**config.mk**
```make
export PLATFORM = sky130hd
export DESIGN_NAME = keyboard_distance_similarity
export DESIGN_NICKNAME = d
export VERILOG_FILES = /design/src/rtl/kds_pkg.sv /design/src/rtl/kds_front.sv /design/src/rtl/kds_queue.sv /design/src/rtl/kds_back.sv /design/src/rtl/keyboard_distance_similarity.sv
export SDC_FILE = /design/constraint.sdc
export NUM_CORES = 1
export LEC_CHECK = 0
export BUFFER_PORTS_ARGS = -buffer_cell sky130_fd_sc_hd__buf_2
export CAP_MARGIN = 20
export CORE_MARGIN = 5
export CORE_UTILIZATION = 45
export CTS_BUF_LIST = sky130_fd_sc_hd__clkbuf_16
export CTS_CLUSTER_DIAMETER = 100
export CTS_CLUSTER_SIZE = 14
export DETAILED_ROUTE_END_ITERATION = 10
export GPL_TIMING_DRIVEN = 0
export MAX_ROUTING_LAYER = met4
export SYNTH_ARGS = -nofsm -noshare
export SYNTH_HDL_FRONTEND = slang
export SYNTH_SLANG_ARGS = --single-unit
```
**constraint.sdc**
```tcl
create_clock -name clk_i -period 6.1 [get_ports clk_i]
set_input_delay 0.305 -clock clk_i [delete_from_list [all_inputs] [get_ports clk_i]]
set_output_delay 0.305 -clock clk_i [all_outputs]
set_load 0.01 [all_outputs]
```
**src/rtl/kds_pkg.sv**
```systemverilog
// ----------------------------------------------------------------------------
// kds_pkg
// Types, constants and key tables shared by the keyboard distance blocks.
// ----------------------------------------------------------------------------
package kds_pkg;

  localparam int DistW       = 12;    // pair distance, Q4.8
  localparam int SumW        = 24;    // distance sum, Q16.8
  localparam int SimW        = 16;    // similarity, Q0.16
  localparam int MaxPairsDef = 4096;
  localparam int QDepth      = 4;
  localparam int XqW         = 6;     // key x position in quarter keys
  localparam int DistTabN    = 256;

  // Bound on the pair distance, sqrt(9.5^2 + 3^2) in Q4.8.
  localparam logic [DistW-1:0] MaxDQ8 = 12'd2550;

  typedef struct packed {
    logic [7:0] char_first;
    logic [7:0] char_second;
    logic       last_pair;
  } kds_in_t;

  typedef struct packed {
    logic [SimW-1:0] similarity;
    logic            overflow;
  } kds_out_t;

  // One classified pair as it travels from the front end to the accumulator.
  typedef struct packed {
    logic [DistW-1:0] distance;
    logic             last;
  } kds_pair_t;

  typedef logic [3:0] key_col_t;
  typedef logic [1:0] key_row_t;
  typedef key_col_t letter_col_tab_t [26];
  typedef key_row_t letter_row_tab_t [26];
  typedef logic [2:0] row_off_tab_t [4];
  typedef logic [DistW-1:0] dist_tab_t [DistTabN];

  // QWERTY column and row of letters a..z; the bottom-left key sits in column 0.
  localparam letter_col_tab_t LetterCol = '{
    4'd0, 4'd4, 4'd2, 4'd2, 4'd2, 4'd3, 4'd4, 4'd5, 4'd7, 4'd6, 4'd7, 4'd8, 4'd6,
    4'd5, 4'd8, 4'd9, 4'd0, 4'd3, 4'd1, 4'd4, 4'd6, 4'd3, 4'd1, 4'd1, 4'd5, 4'd0};
  localparam letter_row_tab_t LetterRow = '{
    2'd2, 2'd3, 2'd3, 2'd2, 2'd1, 2'd2, 2'd2, 2'd2, 2'd1, 2'd2, 2'd2, 2'd2, 2'd3,
    2'd3, 2'd1, 2'd1, 2'd1, 2'd1, 2'd2, 2'd1, 2'd1, 2'd3, 2'd1, 2'd3, 2'd1, 2'd3};

  // Row stagger in quarter keys: 0, 0.5, 0.75 and 1.25 keys.
  localparam row_off_tab_t RowOffQ = '{3'd0, 3'd2, 3'd3, 3'd5};

  // Rounded distance for every (dy, dx) pair, evaluated at elaboration.
  // The entry at {dy, dx} is the rounded square root of 4096 * (dx^2 + 16 * dy^2).
  function automatic dist_tab_t build_dist_tab();
    dist_tab_t   tab;
    int unsigned n;
    int unsigned r;
    int unsigned b;
    for (int dy = 0; dy < 4; dy++) begin
      for (int dx = 0; dx < 64; dx++) begin
        n = 4096 * (dx * dx + 16 * dy * dy);
        r = 0;
        b = 32'h4000_0000;
        for (int s = 0; s < 16; s++) begin
          if (n >= r + b) begin
            n = n - (r + b);
            r = (r >> 1) + b;
          end else begin
            r = r >> 1;
          end
          b = b >> 2;
        end
        if (n > r) begin
          r = r + 1;
        end
        tab[dy * 64 + dx] = DistW'(r);
      end
    end
    return tab;
  endfunction

  localparam dist_tab_t DistTab = build_dist_tab();

endpackage

```
**src/rtl/kds_front.sv**
```systemverilog
// ----------------------------------------------------------------------------
// kds_front
// Classifies each character pair and looks up its key distance.
// ----------------------------------------------------------------------------
module kds_front import kds_pkg::*; (
  input  logic      key_layout_i,
  input  kds_in_t   pair_i,
  output kds_pair_t pair_o
);

  typedef struct packed {
    logic           valid;
    logic [XqW-1:0] xq;
    key_row_t       row;
  } key_pos_t;

  function automatic key_pos_t key_place(input logic [7:0] ch, input logic layout);
    key_pos_t   pos;
    logic [7:0] lc;
    logic [4:0] k;
    key_col_t   col;
    key_row_t   row;
    lc  = (ch >= 8'h41 && ch <= 8'h5A) ? ch + 8'h20 : ch;  // upper to lower case
    k   = 5'(lc - 8'h61);
    col = '0;
    row = '0;
    pos.valid = 1'b1;
    if (lc >= 8'h31 && lc <= 8'h39) begin
      col = 4'(lc - 8'h31);
    end else if (lc == 8'h30) begin
      col = 4'd9;
    end else if (lc >= 8'h61 && lc <= 8'h7A) begin
      // QWERTZ swaps the y and z keys.
      if (layout && k == 5'd24) begin
        k = 5'd25;
      end else if (layout && k == 5'd25) begin
        k = 5'd24;
      end
      col = LetterCol[k];
      row = LetterRow[k];
    end else begin
      pos.valid = 1'b0;
    end
    pos.xq  = {col, 2'b00} + XqW'(RowOffQ[row]);
    pos.row = row;
    return pos;
  endfunction

  key_pos_t       pos_a;
  key_pos_t       pos_b;
  logic [XqW-1:0] dx;
  key_row_t       dy;

  always_comb begin
    pos_a = key_place(pair_i.char_first, key_layout_i);
    pos_b = key_place(pair_i.char_second, key_layout_i);
    dx    = (pos_a.xq > pos_b.xq) ? pos_a.xq - pos_b.xq : pos_b.xq - pos_a.xq;
    dy    = (pos_a.row > pos_b.row) ? pos_a.row - pos_b.row : pos_b.row - pos_a.row;
    // A pair with a byte off the keyboard still counts but adds nothing.
    pair_o.distance = (pos_a.valid && pos_b.valid) ? DistTab[{dy, dx}] : '0;
    pair_o.last     = pair_i.last_pair;
  end

endmodule

```
**src/rtl/kds_queue.sv**
```systemverilog
// ----------------------------------------------------------------------------
// kds_queue
// Short first-in first-out queue between the front end and the accumulator.
// ----------------------------------------------------------------------------
module kds_queue import kds_pkg::*; (
  input  logic      clk_i,
  input  logic      rst_ni,
  input  logic      push_i,
  input  kds_pair_t data_i,
  output logic      full_o,
  input  logic      pop_i,
  output logic      valid_o,
  output kds_pair_t data_o
);

  localparam int PtrW = $clog2(QDepth);
  localparam int CntW = $clog2(QDepth + 1);

  kds_pair_t       mem_q [QDepth];
  logic [PtrW-1:0] wptr_q;
  logic [PtrW-1:0] rptr_q;
  logic [CntW-1:0] cnt_q;
  logic            do_push;
  logic            do_pop;

  assign full_o  = (cnt_q == CntW'(QDepth));
  assign valid_o = (cnt_q != '0);
  assign data_o  = mem_q[rptr_q];
  assign do_push = push_i && !full_o;
  assign do_pop  = pop_i && valid_o;

  always_ff @(posedge clk_i) begin
    if (do_push) begin
      mem_q[wptr_q] <= data_i;
    end
  end

  always_ff @(posedge clk_i or negedge rst_ni) begin
    if (!rst_ni) begin
      wptr_q <= '0;
      rptr_q <= '0;
      cnt_q  <= '0;
    end else begin
      if (do_push) begin
        wptr_q <= (wptr_q == PtrW'(QDepth - 1)) ? '0 : wptr_q + 1'b1;
      end
      if (do_pop) begin
        rptr_q <= (rptr_q == PtrW'(QDepth - 1)) ? '0 : rptr_q + 1'b1;
      end
      if (do_push && !do_pop) begin
        cnt_q <= cnt_q + 1'b1;
      end else if (do_pop && !do_push) begin
        cnt_q <= cnt_q - 1'b1;
      end
    end
  end

endmodule

```
**src/rtl/kds_back.sv**
```systemverilog
// ----------------------------------------------------------------------------
// kds_back
// Accumulates pair distances and divides out the similarity on the last pair.
// ----------------------------------------------------------------------------
module kds_back import kds_pkg::*; #(
  parameter int MaxPairs = MaxPairsDef
) (
  input  logic      clk_i,
  input  logic      rst_ni,
  input  logic      q_valid_i,
  input  kds_pair_t q_data_i,
  output logic      q_pop_o,
  output kds_out_t  result_o,
  output logic      empty,
  input  logic      pop
);

  localparam int CntW     = $clog2(MaxPairs + 1);
  localparam int DenW     = DistW + CntW;
  localparam int CmpW     = (DenW > SumW) ? DenW : SumW;
  localparam int StepW    = $clog2(SimW);

  typedef enum logic [2:0] {
    S_ACC,
    S_MUL,
    S_CMP,
    S_DIV,
    S_PUT
  } state_e;

  state_e           state_q;
  logic [SumW-1:0]  sum_q;
  logic [CntW-1:0]  cnt_q;
  logic             sat_q;
  logic [SumW-1:0]  fsum_q;
  logic [CntW-1:0]  fcnt_q;
  logic             fsat_q;
  logic [DenW-1:0]  den_q;
  logic [DenW-1:0]  rem_q;
  logic [SimW-1:0]  quo_q;
  logic [StepW-1:0] step_q;
  kds_out_t         res_q;
  logic             out_valid_q;

  logic [SumW:0]    sum_ext;
  logic [SumW-1:0]  acc_sum;
  logic [CntW-1:0]  acc_cnt;
  logic             acc_sat;
  logic [CmpW-1:0]  fsum_ext;
  logic [CmpW-1:0]  den_ext;
  logic [CmpW-1:0]  diff;
  logic [DenW:0]    rem2;
  logic             quo_bit;

  always_comb begin
    sum_ext = {1'b0, sum_q} + (SumW + 1)'(q_data_i.distance);
    // A pair beyond the count limit is dropped and only marks the overflow.
    if (cnt_q == CntW'(MaxPairs)) begin
      acc_sum = sum_q;
      acc_cnt = cnt_q;
      acc_sat = 1'b1;
    end else begin
      acc_sum = sum_ext[SumW] ? '1 : sum_ext[SumW-1:0];
      acc_cnt = cnt_q + 1'b1;
      acc_sat = sat_q;
    end
    fsum_ext = CmpW'(fsum_q);
    den_ext  = CmpW'(den_q);
    diff     = den_ext - fsum_ext;
    rem2     = {rem_q, 1'b0};
    quo_bit  = (rem2 >= {1'b0, den_q});
  end

  assign q_pop_o  = (state_q == S_ACC) && q_valid_i;
  assign result_o = res_q;
  assign empty    = !out_valid_q;

  always_ff @(posedge clk_i or negedge rst_ni) begin
    if (!rst_ni) begin
      state_q     <= S_ACC;
      sum_q       <= '0;
      cnt_q       <= '0;
      sat_q       <= 1'b0;
      fsum_q      <= '0;
      fcnt_q      <= '0;
      fsat_q      <= 1'b0;
      den_q       <= '0;
      rem_q       <= '0;
      quo_q       <= '0;
      step_q      <= '0;
      res_q       <= '0;
      out_valid_q <= 1'b0;
    end else begin
      // While loading, the new result replaces a popped one in the same cycle.
      if (pop && out_valid_q && state_q != S_PUT) begin
        out_valid_q <= 1'b0;
      end
      unique case (state_q)
        S_ACC: begin
          if (q_valid_i) begin
            if (q_data_i.last) begin
              fsum_q  <= acc_sum;
              fcnt_q  <= acc_cnt;
              fsat_q  <= acc_sat;
              sum_q   <= '0;
              cnt_q   <= '0;
              sat_q   <= 1'b0;
              state_q <= S_MUL;
            end else begin
              sum_q <= acc_sum;
              cnt_q <= acc_cnt;
              sat_q <= acc_sat;
            end
          end
        end
        S_MUL: begin
          den_q   <= DenW'(MaxDQ8) * DenW'(fcnt_q);
          state_q <= S_CMP;
        end
        S_CMP: begin
          if (den_q == '0 || fsum_ext >= den_ext) begin
            quo_q   <= '0;
            state_q <= S_PUT;
          end else if (fsum_q == '0) begin
            // A whole 1.0 saturates to the largest code.
            quo_q   <= '1;
            state_q <= S_PUT;
          end else begin
            rem_q   <= diff[DenW-1:0];
            step_q  <= '0;
            state_q <= S_DIV;
          end
        end
        S_DIV: begin
          // Restoring division, one fraction bit per cycle.
          rem_q  <= quo_bit ? DenW'(rem2 - {1'b0, den_q}) : rem2[DenW-1:0];
          quo_q  <= {quo_q[SimW-2:0], quo_bit};
          step_q <= step_q + 1'b1;
          if (step_q == StepW'(SimW - 1)) begin
            state_q <= S_PUT;
          end
        end
        S_PUT: begin
          if (!out_valid_q || pop) begin
            res_q.similarity <= quo_q;
            res_q.overflow   <= fsat_q;
            out_valid_q      <= 1'b1;
            state_q          <= S_ACC;
          end
        end
        default: begin
          state_q <= S_ACC;
        end
      endcase
    end
  end

endmodule

```
**src/rtl/keyboard_distance_similarity.sv**
```systemverilog
// ----------------------------------------------------------------------------
// keyboard_distance_similarity
// Keyboard distance similarity of two strings fed as aligned character pairs.
// ----------------------------------------------------------------------------
// Channel   Direction  Handshake           Payload
// pair      in         push / full         pair_i   (char_first, char_second, last_pair)
// result    out        empty / pop         result_o (similarity, overflow)
// config    in         cfg_we_i            cfg_wdata_i (key_layout)
//
// A pair is classified and its distance looked up in the cycle it is pushed, then
// waits in a four-entry queue; the accumulator takes one pair per cycle except while it works on a last pair.
// A last pair stalls the accumulator for one multiply, one compare, 16 restoring
// divide steps and one load; a score of zero or full scale skips the divide. The
// load also waits while a result is unread, and the queue takes pairs until it
// fills. Reset clears all control state.
// ----------------------------------------------------------------------------
module keyboard_distance_similarity import kds_pkg::*; #(
  parameter int MaxPairs = MaxPairsDef
) (
  input  logic     clk_i,
  input  logic     rst_ni,
  input  logic     cfg_we_i,
  input  logic     cfg_wdata_i,
  input  kds_in_t  pair_i,
  input  logic     push,
  output logic     full,
  output kds_out_t result_o,
  output logic     empty,
  input  logic     pop
);

  logic      key_layout_q;
  kds_pair_t front_pair;
  kds_pair_t q_data;
  logic      q_valid;
  logic      q_pop;

  always_ff @(posedge clk_i or negedge rst_ni) begin
    if (!rst_ni) begin
      key_layout_q <= 1'b0;
    end else if (cfg_we_i) begin
      key_layout_q <= cfg_wdata_i;
    end
  end

  kds_front u_front (
    .key_layout_i (key_layout_q),
    .pair_i       (pair_i),
    .pair_o       (front_pair)
  );

  kds_queue u_queue (
    .clk_i   (clk_i),
    .rst_ni  (rst_ni),
    .push_i  (push),
    .data_i  (front_pair),
    .full_o  (full),
    .pop_i   (q_pop),
    .valid_o (q_valid),
    .data_o  (q_data)
  );

  kds_back #(
    .MaxPairs (MaxPairs)
  ) u_back (
    .clk_i     (clk_i),
    .rst_ni    (rst_ni),
    .q_valid_i (q_valid),
    .q_data_i  (q_data),
    .q_pop_o   (q_pop),
    .result_o  (result_o),
    .empty     (empty),
    .pop       (pop)
  );

  // The accumulator only takes pairs that are waiting in the queue.
  a_pop_needs_item : assert property (@(posedge clk_i) disable iff (!rst_ni)
    q_pop |-> q_valid)
    else $error("accumulator took a pair from an empty queue");

  // After a last pair the accumulator is busy computing the score.
  a_last_stalls : assert property (@(posedge clk_i) disable iff (!rst_ni)
    q_pop && q_data.last |=> !q_pop)
    else $error("accumulator took a pair during the division");

  // A new result never lands while the previous one is still waiting.
  a_no_overwrite : assert property (@(posedge clk_i) disable iff (!rst_ni)
    !empty && !pop |=> !empty && $stable(result_o))
    else $error("waiting result was lost or changed");

endmodule

```
* Word-level counts from Yosys, hierarchy flattened
Memories as Yosys holds them, arrays and structs flattened. Cells that the tools add are included.
Operators by class: reductions and logical operators 36, bitwise logic cells 5, eq/ne operators 23, multiplexer cells 82, $add $sub $neg 21, $lt $le $gt $ge 21, multipliers 1
Operators by type and width (count):
- $mux W25 | 3
- $mux W24 | 3
- $mux W5 | 10
- $pmux W25 S2 | 1
- $mux W4 | 12
- $mux W12 | 3
- $mux W3 | 12
- $ge A8 B7 Y1 const B | 4
- $le A8 B7 Y1 const B | 4
- $mux W16 | 2
- $pmux W16 S2 | 1
- $ge A26 B25 Y1 | 1
- $mux W13 | 2
- $mux W2 | 13
- $add A24 B12 Y25 | 1
- $ge A24 B25 Y1 | 1
- $logic_not A25 Y1 | 1
- $sub A25 B24 Y25 | 1
- $sub A25 B25 Y25 | 1
- $logic_not A24 Y1 | 1
- $mul A11 B13 Y24 const A | 1
- $eq A5 B5 Y1 const B | 4
- $logic_and A1 B1 Y1 | 18
- $add A8 B6 Y8 const B | 2
- other kinds (45) | 87
Storage, ports and cells: output and inout port bits 19, bits of input ports 23, register bits 174, memory bits (writable) 52, memories 6, bits in read-only memories 3456, logic and storage cells 213
Memory list:
- (no name shown) | words 256, width 12, read ports 1, clocked after Yosys merged registers in 0, write ports 0, line kds_front.sv:60 | pair_o.distance = (pos_a.valid && pos_b.valid) ? DistTab[{dy, dx}] : '0;
- (no name shown) | words 32, width 4, read ports 1, clocked after Yosys merged registers in 0, write ports 0, line kds_front.sv:39 | col = LetterCol[k];
- (no name shown) | words 32, width 4, read ports 1, clocked after Yosys merged registers in 0, write ports 0, line kds_front.sv:39
- (no name shown) | words 32, width 2, read ports 1, clocked after Yosys merged registers in 0, write ports 0, line kds_front.sv:40 | row = LetterRow[k];
- (no name shown) | words 32, width 2, read ports 1, clocked after Yosys merged registers in 0, write ports 0, line kds_front.sv:40
- u_queue.mem_q | words 4, width 13, read ports 1, clocked after Yosys merged registers in 0, write ports 1, line kds_queue.sv:19 | kds_pair_t mem_q [QDepth];

* Depth between registers and ports, before layout
depth in word-level cells 30, depth in mapped cells 36, gate-level depth less buffers 33

* Hierarchy
Synthesis repeated with hierarchy kept, for this count alone.
Unflattened totals: cell total of the unflattened synthesis 2349, area total of the unflattened synthesis 21100.2 µm²
By module, submodules not included:
- kds_back | area an instance 14063.5 µm², cells each 1528, instances 1, seq. area each 4154.0 µm²
- kds_front | area an instance 4655.7 µm², cells each 714, instances 1, seq. area each 0.0 µm²
- kds_queue | area an instance 2341.0 µm², cells each 105, instances 1, seq. area each 1736.7 µm²
- keyboard_distance_similarity | area an instance 40.0 µm², cells each 2, instances 1, seq. area each 25.0 µm²

* Least setup slack after synthesis
OpenSTA, ideal clock, no wires.
path kind input port to flip-flop, from input port pair_i[9] (netlist bit), to memory u_queue.mem_q[0][2] (netlist bit) (data pin), data required time 5.831 ns, setup time 0.269 ns, stages 33, path buffers 4, arrival time 6.161 ns, slack -0.331 ns, path through inv_1 > ha_1 > buf_2 > nor3b_1 > xnor2_1 > nor3_1 > a21oi_1 > a21o_1 > inv_1 > ha_1 > a221oi_1 > o21ai_0 > inv_1 > ha_1 > ha_1 > ha_1 > inv_1 > ha_1 > buf_4 > o211a_1 > o21a_2 > o21ai_4 > mux2i_1 > xor2_2 > inv_2 > buf_6 > buf_2 > ha_1 > a21oi_1 > o21ai_0 > o2111ai_1 > nor4b_1 > a211o_1
RTL lines:
- from (decl) | line keyboard_distance_similarity.sv:24 | input kds_in_t pair_i,
- to (decl) | line kds_queue.sv:19

==> flow_summary.json <==
{
  "actual_transition_at_the_worst_max_transition_pin_ps": 1092,
  "globalRoute.totalOverflow": 0,
  "multiInputGateArea_um2": 13850,
  "initial_antenna_violation_count": 0,
  "area.sequential_um2": 5916,
  "critical_path_peak_fanout": 10,
  "share_comb_of_total_power_pct": 66.0,
  "cts_tree": "yes",
  "fraction_of_final_layout_cells_sized_beyond_drive_strength_1_pct": 14.15,
  "worst_slew_margin_rel_pct": 26.87,
  "grt_pass1_vias": 17810,
  "finalNonFillerCells": 3031,
  "cpMaxStageDelayCell": "a311oi_4",
  "num_antenna_cells": 0,
  "fmax_mhz": 167.3,
  "die_width_um": 222.3,
  "areaGrowthSynthToFinish_pct": 14.40,
  "post_drt_via_cell_ratio": 6.074,
  "reg2reg_setup_slack_ps": 360,
  "finalSetupViolCount": 0,
  "pre_cts_ws_ps": -2133,
  "run_status": "finished clean",
  "cts-buffers-inserted": 21,
  "clkLatencyLatePin_ps": 530,
  "drtPass1Iterations": 6,
  "drv_slew": 0,
  "p_per_area_nw_per_um2": 476.5,
  "die-area_um2": 49410,
  "reg2reg_depth": 27,
  "dp_cells": 2942,
  "initial_utilization_pct": 45.65,
  "switching_share_pct": 49.46,
  "boundaryPins": 42,
  "layout_commonest_cell": "nand2_1",
  "synth_cell_type_count": 104,
  "layout_common_cells": "nand2_1, inv_1, dfrtp_1",
  "avgSynthCellArea_um2": 8.782,
  "worst_path_largest_cell_delay_ps": 610,
  "first_iter_violations": 1820,
  "fin_worst_skew_ps": 29.35,
  "post-route-drc-count": 0,
  "synth.cell_area_um2": 20280,
  "p_seq_share_pct": 22.6,
  "min_path_cells": 2,
  "arrival_ps": 6360,
  "numnets_final": 2710,
  "yosys_warnings": 0,
  "avgRoutedWirePerCell_um": 20.94,
  "min_delay_startpoint": "cfg_wdata_i",
  "power.switching_mw": 5.467,
  "clkSinkCount": 226,
  "crit_top_cell": "ha_4",
  "clock_tree.buffer_depth": 3,
  "critical_path.reg2reg.endpoint": "u_queue.mem_q[0][6]$_DFFE_PP_",
  "clk_transition_reported_paths_ps": 70,
  "cp-start-kind": "input pin",
  "timing.final.hold_violations": 0,
  "hold_class": "in2reg",
  "crit_required_ps": 6480,
  "startpoint": "pair_i[10]",
  "post_synthesis_net_count": 2588,
  "post_dp_cell_area_um2": 21350,
  "layout_min_cycle_time_ps": 5976,
  "synth-seq-cells": 226,
  "worst_r2r_startpoint": "key_layout_q$_DFFE_PN0P_",
  "dp_hpwl_um": 47710,
  "synth_enable_flop_cells": 52,
  "yosysSeqAreaShare_pct": 29.17,
  "io_buffer_count": 38,
  "final_antenna_net_count": 0,
  "power.internal_mw": 5.585,
  "peakVddDrop_uv": 251.1,
  "final_util_pct": 52.23,
  "cts_max_level": 1,
  "grt_max_degree": 121,
  "power.share.clock_pct": 11.4,
  "finish.instance_area_um2": 23200,
  "finalCritPeriodShare_pct": 97.97,
  "globalRouteTotalUtil_pct": 25.14,
  "core_region_area_um2": 44410,
  "synthArstFlopShare_pct": 76.99,
  "cap_violations": 0,
  "crit_path_end_kind": "flip-flop",
  "dr_total_vias": 18410,
  "row_count": 77,
  "syn_inst": 2309,
  "totalPowerFinal_mw": 11.05,
  "yosys_most_used_dff": "dfrtp_1",
  "cts-root-buf": "clkbuf_16",
  "endpoint_worst_hold": "key_layout_q$_DFFE_PN0P_",
  "power.static_leakage_nw": 10.17,
  "weighted_congestion_at_the_end_of_routability_driven_global_placement": 0.9789,
  "fillCellCount": 4081,
  "route.final.wire_length_um": 63470,
  "timing_worst_setup_path_type": "in2reg",
  "dieHeight_um": 222.3,
  "first_pass_grt_wire_length_um": 98920,
  "fin_ws_ps": 123.9
}
## cell families after synthesis
kind of cell / Yosys count / share of synthesized area (%)
buf+inv: 304 / 5.967
flops: 226 / 29.17
fa+ha+maj: 258 / 18.41
compound gates: 670 / 21.30
simple gates: 659 / 15.31
xor+xnor: 115 / 5.041
mux: 77 / 4.795
## worst max-delay path, delay by kind of cell
kind / cells / cell delay (ps)
fa+ha+maj: 6 / 1160
simple gates: 6 / 1210
buf+inv: 9 / 1370
xor+xnor: 1 / 120
compound gates: 10 / 2190
## routing by layer
metal	up-vias	part of all wire (%)	track usage (%)
li1	8534	-	-
met5	-	0	-
met3	207	5.1	2.560
met1	8994	43	33.10
met2	674	47	40.46
met4	0	4.7	9.445
## cell usage after synthesis (all sizes together) (18+ instances only)
cell type	count	share of area (%)
buf	37	1.0
a31oi	35	1.1
nor2	170	3.2
o211ai	27	1.0
clkbuf	70	1.3
a21oi	168	4.2
nand4	19	0.59
nor3	46	1.1
dfrtp	174	21
inv	196	3.6
nor2b	21	0.65
nor4	21	0.68
edfxtp	52	7.7
fa	68	6.7
o21ai	190	4.8
a21o	40	1.5
xor2	48	2.1
o21a	20	0.75
ha	188	12
nand2	232	4.3
xnor2	67	2.9
nand3	48	1.2
o22ai	18	0.56
and3	34	1.1
a211oi	26	0.99
mux2i	33	1.6
mux2	31	1.7
## repair_timing
action | in CTS | in global routing
buffers inserted | 21 | 36
cloned | 1 | 1
resized for setup | 79 | 110
hold buffers | 2 | 0
pin swaps | 14 | 36
setup endpoints to repair | 48 | 48
endpoints found under the hold margin | 58 | 0
## sequential cells by signal, indices dropped and copies added (netlist names)
register            flops
u_queue.mem_q          52
u_back.quo_q           16
u_back.rem_q           25
u_back.step_q           4
u_queue.cnt_q           3
u_back.sum_q           24
u_back.fcnt_q          13
u_back.state_q          3
u_queue.wptr_q          2
u_back.sat_q            1
u_back.fsat_q           1
key_layout_q            1
u_back.out_valid_q      1
u_queue.rptr_q          2
u_back.cnt_q           13
u_back.result_o        17
u_back.fsum_q          24
u_back.den_ext         24
## how the worst max path moves through the flow
stage	to	depth (start not counted)
floorplan	u_queue.mem_q[0][9]$_DFFE_PP_	34
global placement	u_queue.mem_q[0][3]$_DFFE_PP_	32
detailed placement	u_queue.mem_q[0][3]$_DFFE_PP_	32
CTS	u_queue.mem_q[2][3]$_DFFE_PP_	29
global route	u_queue.mem_q[2][3]$_DFFE_PP_	30
finish	u_queue.mem_q[0][6]$_DFFE_PP_	32
## per-stage QoR
| stage | hold slack [ps] | TNS (ps) |
|---|---|---|
| 6_report | 42.56 | 0 |
| 5_1_grt | 44.34 | -2666 |
| 4_1_cts | 19.33 | 0 |
| 3_5_place_dp | 255.8 | -73840 |
| 3_3_place_gp | 462.1 | -69670 |
| 2_1_floorplan | 9.409 | 0 |
## power groups by stage
stage	clock network [mW]	logic [mW]	registers, mW
floorplan	0	4.99	2.38
global placement	0	6.80	2.50
detailed placement	0	6.83	2.52
CTS	1.29	7.01	2.50
global route	1.35	8.03	2.56
finish	1.26	7.30	2.50
## layout make-up
cell class	instances	share of cell area, %
Clock buffer	21	2.265
Timing Repair Buffer	101	3.242
Tap cell	592	3.193
Buffer	104	2.422
Clock inverter	10	0.3830
Inverter	197	3.269
Sequential cell	226	25.50
Multi-Input combinational cell	1780	59.72
No activity file was read; power rests on OpenSTA's default activity.
